**src/hdl/imufd_pkg.sv**
```systemverilog
// Shared types and constants for the IMU FIFO word decompressor.
// No dependencies; imported by the front end, the queue and the back end.
package imufd_pkg;

  // What a FIFO word turns into
  typedef enum logic [1:0] {
    KIND_NONE  = 2'd0,
    KIND_PLAIN = 2'd1,
    KIND_2X    = 2'd2,
    KIND_3X    = 2'd3
  } kind_t;

  // Sensor index into the base store
  localparam logic IDX_GYRO  = 1'b0;
  localparam logic IDX_ACCEL = 1'b1;

  // Tag codes, tag bits 7:3
  localparam logic [4:0] TAG_GYRO_A   = 5'h01;
  localparam logic [4:0] TAG_GYRO_B   = 5'h06;
  localparam logic [4:0] TAG_GYRO_C   = 5'h07;
  localparam logic [4:0] TAG_GYRO_2X  = 5'h08;
  localparam logic [4:0] TAG_GYRO_3X  = 5'h09;
  localparam logic [4:0] TAG_ACCEL_A  = 5'h02;
  localparam logic [4:0] TAG_ACCEL_B  = 5'h0A;
  localparam logic [4:0] TAG_ACCEL_C  = 5'h0B;
  localparam logic [4:0] TAG_ACCEL_2X = 5'h0C;
  localparam logic [4:0] TAG_ACCEL_3X = 5'h0D;

  // Classified word as it travels from front end to back end
  typedef struct packed {
    logic [7:0]      tag;
    logic            sensor;
    kind_t           kind;
    logic [5:0][7:0] bytes;
  } cmd_t;

endpackage

```
**src/hdl/imufd_front.sv**
```systemverilog
// Front end: accepts FIFO words, decodes the tag and pushes known words
// into the command queue. Depends on imufd_pkg.
module imufd_front
  import imufd_pkg::*;
(
  input  logic       word_valid,
  output logic       word_ready,
  input  logic [7:0] raw_tag,
  input  logic [7:0] data_byte0,
  input  logic [7:0] data_byte1,
  input  logic [7:0] data_byte2,
  input  logic [7:0] data_byte3,
  input  logic [7:0] data_byte4,
  input  logic [7:0] data_byte5,
  input  logic       queue_full,
  output logic       push,
  output cmd_t       cmd
);

  logic [4:0] code;
  logic       sensor;
  kind_t      kind;

  // Tag decode
  always_comb begin
    code   = raw_tag[7:3];
    sensor = IDX_GYRO;
    kind   = KIND_NONE;
    case (code)
      TAG_GYRO_A, TAG_GYRO_B, TAG_GYRO_C: begin
        kind = KIND_PLAIN;
      end
      TAG_GYRO_2X: kind = KIND_2X;
      TAG_GYRO_3X: kind = KIND_3X;
      TAG_ACCEL_A, TAG_ACCEL_B, TAG_ACCEL_C: begin
        sensor = IDX_ACCEL;
        kind   = KIND_PLAIN;
      end
      TAG_ACCEL_2X: begin
        sensor = IDX_ACCEL;
        kind   = KIND_2X;
      end
      TAG_ACCEL_3X: begin
        sensor = IDX_ACCEL;
        kind   = KIND_3X;
      end
      default: begin
        sensor = IDX_GYRO;
        kind   = KIND_NONE;
      end
    endcase
  end

  // Unknown tags are taken and dropped here; they never reach the queue
  assign word_ready = !queue_full;
  assign push       = word_valid && !queue_full && (kind != KIND_NONE);

  always_comb begin
    cmd.tag    = raw_tag;
    cmd.sensor = sensor;
    cmd.kind   = kind;
    cmd.bytes  = {data_byte5, data_byte4, data_byte3, data_byte2, data_byte1, data_byte0};
  end

endmodule

```
**src/hdl/imufd_queue.sv**
```systemverilog
// Small command queue between front end and back end.
// Depends on imufd_pkg for the command type.
module imufd_queue
  import imufd_pkg::*;
#(
  parameter int DEPTH = 2
) (
  input  logic clk,
  input  logic rst,
  input  logic push,
  input  cmd_t push_data,
  output logic full,
  input  logic pop,
  output logic head_valid,
  output cmd_t head
);

  localparam int PtrW = (DEPTH > 1) ? $clog2(DEPTH) : 1;
  localparam int CntW = $clog2(DEPTH + 1);
  localparam logic [PtrW-1:0] PtrLast = PtrW'(DEPTH - 1);
  localparam logic [CntW-1:0] CntFull = CntW'(DEPTH);

  cmd_t            mem [DEPTH];
  logic [PtrW-1:0] wr_ptr;
  logic [PtrW-1:0] rd_ptr;
  logic [CntW-1:0] count;
  logic            do_push;
  logic            do_pop;

  assign full       = (count == CntFull);
  assign head_valid = (count != '0);
  assign head       = mem[rd_ptr];
  assign do_push    = push && !full;
  assign do_pop     = pop && head_valid;

  // Storage
  always_ff @(posedge clk) begin
    if (do_push) begin
      mem[wr_ptr] <= push_data;
    end
  end

  // Pointers and fill count
  always_ff @(posedge clk) begin
    if (rst) begin
      wr_ptr <= '0;
      rd_ptr <= '0;
      count  <= '0;
    end else begin
      if (do_push) begin
        wr_ptr <= (wr_ptr == PtrLast) ? '0 : wr_ptr + 1'b1;
      end
      if (do_pop) begin
        rd_ptr <= (rd_ptr == PtrLast) ? '0 : rd_ptr + 1'b1;
      end
      if (do_push && !do_pop) begin
        count <= count + 1'b1;
      end else if (do_pop && !do_push) begin
        count <= count - 1'b1;
      end
    end
  end

endmodule

```
**src/hdl/imufd_back.sv**
```systemverilog
// Back end: holds the per-sensor base samples, expands the queue head into one
// sample per cycle unless the output stalls, and drives the registered sample port. Uses imufd_pkg.
module imufd_back
  import imufd_pkg::*;
(
  input  logic        clk,
  input  logic        rst,
  input  logic        head_valid,
  input  cmd_t        head,
  output logic        pop,
  output logic        sample_valid,
  input  logic        sample_ready,
  output logic [7:0]  sample_tag,
  output logic [15:0] sample_x,
  output logic [15:0] sample_y,
  output logic [15:0] sample_z,
  output logic        last_of_word
);

  logic [47:0] base_sample [2];
  logic [1:0]  base_valid;
  logic [1:0]  step;
  logic [1:0]  step_next;

  logic        compressed;
  logic        no_base;
  logic        last_step;
  logic        can_emit;
  logic        emit;
  logic [15:0] packed_word;
  logic [15:0] dx;
  logic [15:0] dy;
  logic [15:0] dz;
  logic [47:0] base_cur;
  logic [47:0] new_sample;

  assign compressed = (head.kind == KIND_2X) || (head.kind == KIND_3X);
  assign no_base    = compressed && !base_valid[head.sensor];
  assign can_emit   = !sample_valid || sample_ready;
  assign last_step  = (head.kind == KIND_PLAIN) ||
                      ((head.kind == KIND_2X) && (step == 2'd1)) ||
                      ((head.kind == KIND_3X) && (step == 2'd2));
  assign emit       = head_valid && !no_base && can_emit;
  assign pop        = head_valid && (no_base || (emit && last_step));
  assign step_next  = last_step ? 2'd0 : step + 2'd1;
  assign base_cur   = base_sample[head.sensor];

  // Pick the 3x packed word for this step
  always_comb begin
    case (step)
      2'd0:    packed_word = {head.bytes[1], head.bytes[0]};
      2'd1:    packed_word = {head.bytes[3], head.bytes[2]};
      2'd2:    packed_word = {head.bytes[5], head.bytes[4]};
      default: packed_word = {head.bytes[1], head.bytes[0]};
    endcase
  end

  // Delta triple for this step, sign extended to 16 bits
  always_comb begin
    if (head.kind == KIND_2X) begin
      if (step == 2'd0) begin
        dx = {{8{head.bytes[0][7]}}, head.bytes[0]};
        dy = {{8{head.bytes[1][7]}}, head.bytes[1]};
        dz = {{8{head.bytes[2][7]}}, head.bytes[2]};
      end else begin
        dx = {{8{head.bytes[3][7]}}, head.bytes[3]};
        dy = {{8{head.bytes[4][7]}}, head.bytes[4]};
        dz = {{8{head.bytes[5][7]}}, head.bytes[5]};
      end
    end else begin
      dx = {{11{packed_word[4]}},  packed_word[4:0]};
      dy = {{11{packed_word[9]}},  packed_word[9:5]};
      dz = {{11{packed_word[14]}}, packed_word[14:10]};
    end
  end

  // New sample: plain payload or running sum, wrapping at 16 bits
  always_comb begin
    if (head.kind == KIND_PLAIN) begin
      new_sample = {head.bytes[5], head.bytes[4], head.bytes[3],
                    head.bytes[2], head.bytes[1], head.bytes[0]};
    end else begin
      new_sample = {base_cur[47:32] + dz, base_cur[31:16] + dy, base_cur[15:0] + dx};
    end
  end

  // Base store; the newest emitted sample always becomes the base
  always_ff @(posedge clk) begin
    if (emit) begin
      base_sample[head.sensor] <= new_sample;
    end
  end

  // Control: valid flags, step counter, output valid
  always_ff @(posedge clk) begin
    if (rst) begin
      base_valid   <= '0;
      step         <= '0;
      sample_valid <= 1'b0;
    end else begin
      if (emit) begin
        step <= step_next;
        if (head.kind == KIND_PLAIN) begin
          base_valid[head.sensor] <= 1'b1;
        end
      end
      if (emit) begin
        sample_valid <= 1'b1;
      end else if (sample_ready) begin
        sample_valid <= 1'b0;
      end
    end
  end

  // Output payload register
  always_ff @(posedge clk) begin
    if (emit) begin
      sample_tag   <= head.tag;
      sample_x     <= new_sample[15:0];
      sample_y     <= new_sample[31:16];
      sample_z     <= new_sample[47:32];
      last_of_word <= last_step;
    end
  end

  // A step past the first belongs to a compressed word
  a_step_compressed: assert property (@(posedge clk) disable iff (rst)
    (head_valid && (step != 2'd0)) |-> compressed)
    else $error("step counter nonzero on a plain word");

  // The third step only exists for 3x words
  a_step_3x: assert property (@(posedge clk) disable iff (rst)
    (head_valid && (step == 2'd2)) |-> (head.kind == KIND_3X))
    else $error("third step on a non-3x word");

  // A word is dropped only at its first step
  a_drop_first: assert property (@(posedge clk) disable iff (rst)
    (pop && !emit) |-> (step == 2'd0))
    else $error("word dropped mid expansion");

  // A delta sample is only produced once the sensor has a base
  a_base_before_delta: assert property (@(posedge clk) disable iff (rst)
    (emit && compressed) |-> base_valid[head.sensor])
    else $error("delta sample without base");

endmodule

```
**src/hdl/imu_fifo_word_decompressor_unit.sv**
```systemverilog
// IMU FIFO word decompressor, top level.
// Instantiates imufd_front, imufd_queue and imufd_back; uses imufd_pkg.
//
// Takes one tagged FIFO word per handshake and emits zero to three xyz
// samples. Plain words give one sample and set the sensor's base; 2x and 3x
// words give two or three delta-reconstructed samples; unknown tags and
// compressed words before any plain word of that sensor give nothing. The
// front end decodes the tag and can take a word every cycle while the
// command queue (QUEUE_DEPTH entries) has room. The back end produces one
// sample per cycle, while the output is not stalled, into a registered
// output, so a plain word occupies it for one sample, a 2x word for two,
// a 3x word for three, and a dropped compressed word is popped with no
// sample; unknown tags skip it. The back end and output stalls set the rate.
module imu_fifo_word_decompressor_unit
  import imufd_pkg::*;
#(
  parameter int QUEUE_DEPTH = 2
) (
  input  logic        clk,
  input  logic        rst,
  input  logic        word_valid,
  output logic        word_ready,
  input  logic [7:0]  raw_tag,
  input  logic [7:0]  data_byte0,
  input  logic [7:0]  data_byte1,
  input  logic [7:0]  data_byte2,
  input  logic [7:0]  data_byte3,
  input  logic [7:0]  data_byte4,
  input  logic [7:0]  data_byte5,
  output logic        sample_valid,
  input  logic        sample_ready,
  output logic [7:0]  sample_tag,
  output logic [15:0] sample_x,
  output logic [15:0] sample_y,
  output logic [15:0] sample_z,
  output logic        last_of_word
);

  logic queue_full;
  logic push;
  cmd_t push_cmd;
  logic pop;
  logic head_valid;
  cmd_t head;

  imufd_front u_front (
    .word_valid (word_valid),
    .word_ready (word_ready),
    .raw_tag    (raw_tag),
    .data_byte0 (data_byte0),
    .data_byte1 (data_byte1),
    .data_byte2 (data_byte2),
    .data_byte3 (data_byte3),
    .data_byte4 (data_byte4),
    .data_byte5 (data_byte5),
    .queue_full (queue_full),
    .push       (push),
    .cmd        (push_cmd)
  );

  imufd_queue #(
    .DEPTH (QUEUE_DEPTH)
  ) u_queue (
    .clk        (clk),
    .rst        (rst),
    .push       (push),
    .push_data  (push_cmd),
    .full       (queue_full),
    .pop        (pop),
    .head_valid (head_valid),
    .head       (head)
  );

  imufd_back u_back (
    .clk          (clk),
    .rst          (rst),
    .head_valid   (head_valid),
    .head         (head),
    .pop          (pop),
    .sample_valid (sample_valid),
    .sample_ready (sample_ready),
    .sample_tag   (sample_tag),
    .sample_x     (sample_x),
    .sample_y     (sample_y),
    .sample_z     (sample_z),
    .last_of_word (last_of_word)
  );

endmodule
```
**config.mk**
```make
export PLATFORM = sky130hd
export DESIGN_NAME = imu_fifo_word_decompressor_unit
export DESIGN_NICKNAME = d
export VERILOG_FILES = /design/src/hdl/imufd_pkg.sv /design/src/hdl/imufd_front.sv /design/src/hdl/imufd_queue.sv /design/src/hdl/imufd_back.sv /design/src/hdl/imu_fifo_word_decompressor_unit.sv
export SDC_FILE = /design/constraint.sdc
export NUM_CORES = 1
export LEC_CHECK = 0
export BUFFER_PORTS_ARGS = -buffer_cell sky130_fd_sc_hd__buf_4
export CORE_UTILIZATION = 54
export DETAILED_ROUTE_END_ITERATION = 10
export PLACE_DENSITY = 0.76
export SYNTH_ARGS = -nofsm -noshare
export SYNTH_HDL_FRONTEND = slang
export SYNTH_HIERARCHICAL = 1
export SYNTH_SLANG_ARGS = --single-unit
```
**constraint.sdc**
```tcl
create_clock -name clk -period 4.4 [get_ports clk]
set_clock_uncertainty 0.05 [all_clocks]
set_input_delay 1.32 -clock clk [delete_from_list [all_inputs] [get_ports clk]]
set_output_delay 1.32 -clock clk [all_outputs]
set_load 0.1 [all_outputs]
```
==> summary.md <==
| Metric | Value |
|---|---|
| Status | `completed` |
| Switching share of power | `between 30% and 40%` |
| Ys async rst share | `0%` |
| RSZ-0062 raised after global routing | `no` |
| Net switching power | `3.15 mW` |
| Arrival @ worst endpoint | `approximately 4.4 ns` |
| Period utilization | `a little over nine tenths` |
| Max_cap viols | `0` |
| Sink Count | `approximately 280` |
| Hold depth | `2` |
| Setup Fix Bufs, Post-CTS | `0` |
| Syn nets | `roughly 1.1k` |
| Logic pwr share | `33.8%` |
| Fin area | `roughly 16000 um2` |
| Max VDD drop | `0.369 mV` |
| Die W | `approximately 160 um` |
| Distinct cells, synth | `67` |
| Initial antenna violation count | `0` |
| Largest net degree at the start of global routing | `a little under 60` |
| Worst Max-Slew Pin Slew | `0.951 ns` |
| CP required | `between 4 and 5 ns` |
| 1st-iter DRT viols | `approximately 640` |
| Buffer depth of the longest clock path | `3` |
| Synth-to-layout area growth | `13.7%` |
| Fraction of layout cells with a size suffix above 1 | `between 20% and 30%` |
| Worst setup SP type | `register` |
| Worst Reg-to-Reg Cells | `12` |
| Initial core utilization | `55.8%` |
| Sequential fraction of the synthesis area | `between 60% and 70%` |
| Max-slew violations | `0` |
| Die area | `around 26000 um2` |
| Min-delay worst type | `reg -> reg` |
| Post-Route Setup TNS | `0 ns` |
| Final ANT Viol Nets | `0` |
| Reg power frac | `about two fifths` |
| Static Leakage | `approximately 5.7 nW` |
| CTS H-tree lvls | `1` |
| Port Buffers | `118` |
| Chip height | `around 160 um` |
| DRT Wirelength | `29.6 mm` |
| Final hold vios | `0` |
| Remaining DRCs | `0` |
| Core area | `roughly 25000 um2` |
| Cells after synthesis | `a little over 1k` |
| Vias | `between 8k and 9k` |
| N_diodes | `0` |
| Vias/cell | `slightly below 6` |
| Post-synth top flop | `edfxtp_1` |
| Final Setup Violations | `0` |
| Max Clock Freq | `around 240 MHz` |
| First-pass GRT wire length | `~45 mm` |
| Crit. End Element | `register` |
| WL/cell | `20.7 um` |
| Vias in the first global route | `8161` |
| RD Place Congestion | `between 0.9 and 1` |
| Clk_lat worst skew | `0.55 ns` |
| 1st-pass router iterations | `7` |
| Crit path cell chain | `buf_12 -> mux2_2 -> a22o_1 -> a211oi_2 -> a21oi_1 -> ha_1 -> a21oi_1 -> o21bai_1 -> a21o_1 -> mux2_2 -> o41ai_1 -> a211oi_1` |
| Hold_buf cts | `0` |
| Critical path's slowest cell | `ha_1` |
| Number of top-level pins | `~120` |
| CP peak stage delay | `slightly below 0.5 ns` |
| FP Rows | `57` |
| Cts bufs inserted | `30` |
| Yosys reg bits | `between 200 and 300` |
| Clock-pin slew on the worst setup and hold paths | `roughly 0.06 ns` |
| Tmin final | `approximately 4.2 ns` |
| Synthesis Warnings | `6` |
| Max_slew headroom | `approximately 37%` |
| Final Net Count | `around 1.2k` |
| TritonCTS clock tree | `yes` |
| Clock root buffer master | `clkbuf_16` |
| Worst-path fanout max | `40` |
| Total track usage | `~23%` |
| Worst setup path class | `reg -> reg` |
| Post-synth EDFFs | `roughly 270` |
| Syn_area_per_cell | `roughly 14 um2` |
| Placed inst area | `~15000 um2` |
| Power per Cell Area | `roughly 580 nW/um2` |
| Gr ovfl total | `0` |
| Pint | `~5.9 mW` |
| Synthesized area | `roughly 14000 um2` |
| Clock network power share | `27.3%` |
| DP HPWL | `20.3 mm` |
[per-stage QoR]
step / util [%] / setup slack (ns) / hold WS (ns) / instances / power, mW
finish: 63.5 / 0.234 / 0.425 / 1431 / 9.05
global placement: 59.4 / 0.311 / 0.400 / 1375 / 6.53
global route: 63.5 / 0.0168 / 0.447 / 1431 / 9.44
floorplan: - / 0.189 / 0.386 / 1012 / 5.90
detailed placement: 59.4 / 0.318 / 0.411 / 1375 / 6.58
CTS: 63.4 / 0.233 / 0.424 / 1431 / 9.07
[critical path, delay by kind of cell (launching register included)]
family	cells	cell delay, ns
adders and majority gates	1	0.49
DFF	1	0.41
AOI/OAI and AO/OA	8	1.98
muxes	2	0.65
buffers and inverters	1	0.27
[cell type report]
| type | count | area, um2 |
|---|---|---|
| Multi-Input combinational cell | 623 | 4760 |
| Inverter | 12 | 48.8 |
| Sequential cell | 281 | 8340 |
| Fill cell | 1846 | 8990 |
| Timing Repair Buffer | 135 | 1080 |
| Clock buffer | 34 | 787 |
| Clock inverter | 22 | 196 |
| Tap cell | 324 | 405 |
[power by group through the flow]
stage               sequential (mW)  combinational (mW)  clock, mW
floorplan                      4.20                1.70          0
global placement               3.57                2.96          0
detailed placement             3.58                3.01          0
CTS                            3.52                3.03       2.51
global route                   3.54                3.28       2.62
finish                         3.52                3.06       2.47
[synthesized netlist by cell type (3+ instances only)]
cell type,number,area (um2)
o21bai_1,6,45.0
dfxtp_1,10,200
nor3_1,10,50.1
a22oi_1,12,90.1
mux2_4,10,150
a31o_2,3,26.3
buf_2,12,60.1
or3_1,3,18.8
o21ai_0,31,155
mux2i_1,25,250
and3_1,5,31.3
clkbuf_1,14,52.6
nand2_1,59,221
o21a_1,3,22.5
a21boi_0,5,37.5
inv_1,9,33.8
and2_1,5,31.3
nand2b_1,6,37.5
nand3_1,7,35.0
buf_4,58,435
a311oi_1,3,26.3
mux2_2,95,1070
o211ai_1,5,37.5
nor2b_1,7,43.8
a22o_1,3,26.3
a221o_1,4,40.0
edfxtp_1,271,8140
fa_1,3,60.1
nor2_1,66,248
o21ai_1,5,25.0
a211oi_1,15,113
clkbuf_2,3,15.0
o31ai_1,7,52.6
nand4_1,4,25.0
a21o_1,10,75.1
xor2_1,19,166
a21oi_1,80,400
buf_1,7,26.3
a211oi_2,4,50.1
a31oi_1,5,31.3
ha_1,49,613
xnor2_1,22,193
[state kept, by name, summed over array words and instances (netlist names), 2 cells and up, named ones only]
register / flops
u_back/base_sample: 96
u_back/base_valid: 2
u_back/step: 2
u_queue/mem: 118
u_back/sample_x: 16
u_queue/count: 2
u_back/sample_tag: 8
u_back/sample_z: 16
u_back/sample_y: 16
[cells by family (layout without fill, tap and decap cells)]
family / after synthesis / count (layout) / share of synthesized area (%)
flops: 281 / 281 / 60.7
buf+inv: 108 / 203 / 4.78
xor+xnor: 41 / 41 / 2.61
compound gates: 219 / 219 / 10.4
mux: 130 / 130 / 10.7
simple gates: 181 / 181 / 5.90
fa+ha+maj: 52 / 52 / 4.90
[what timing repair did]
| item | in CTS | in global routing |
|---|---|---|
| endpoints found under the setup margin | 0 | 15 |
| resized for setup | 0 | 3 |
| endpoints found under the hold margin | 0 | 0 |
[final timing paths]
path / from / to / slack, ns
setup reg to reg: register / u_back/base_sample[0][29] / 0.23
hold / removal: u_back/base_valid[1] / u_back/base_valid[1] / 0.43
setup / recovery: register / u_back/base_sample[0][29] / 0.23
hold reg to reg: u_back/base_valid[1] / u_back/base_valid[1] / 0.43
[cells in the final DEF, fill, tap and decap left out, types with 5 or more instances in the layout]
| cell | netlist | final |
|---|---|---|
| clkbuf_16 | 0 | 31 |
| mux2i_1 | 25 | 25 |
| nand2_1 | 59 | 59 |
| dfxtp_1 | 10 | 9 |
| a21o_1 | 10 | 10 |
| edfxtp_1 | 271 | 271 |
| mux2_4 | 10 | 10 |
| o211ai_1 | 5 | 5 |
| buf_4 | 58 | 130 |
| xor2_1 | 19 | 19 |
| a21oi_1 | 80 | 79 |
| nor3_1 | 10 | 10 |
| o21ai_0 | 31 | 31 |
| o31ai_1 | 7 | 7 |
| nor2_1 | 66 | 65 |
| ha_1 | 49 | 49 |
| inv_1 | 9 | 7 |
| a21boi_0 | 5 | 5 |
| mux2_2 | 95 | 95 |
| o21bai_1 | 6 | 6 |
| a211oi_1 | 15 | 15 |
| clkinv_1 | 1 | 9 |
| o21ai_1 | 5 | 5 |
| nand2b_1 | 6 | 5 |
| xnor2_1 | 22 | 22 |
| buf_12 | 0 | 5 |
| and3_1 | 5 | 5 |
| nand3_1 | 7 | 7 |
| a22oi_1 | 12 | 12 |
| nor2b_1 | 7 | 6 |
[routing by layer]
layer | routed length, um | up-vias | GRT usage (%)
met2 | 13600 | 291 | 35.5
met3 | 1950 | 60 | 3.70
li1 | - | 3928 | -
met1 | 13200 | 4094 | 32.9
met5 | 0 | - | 0
met4 | 855 | 0 | 7.33
No activity file was read; power rests on OpenSTA's default activity.
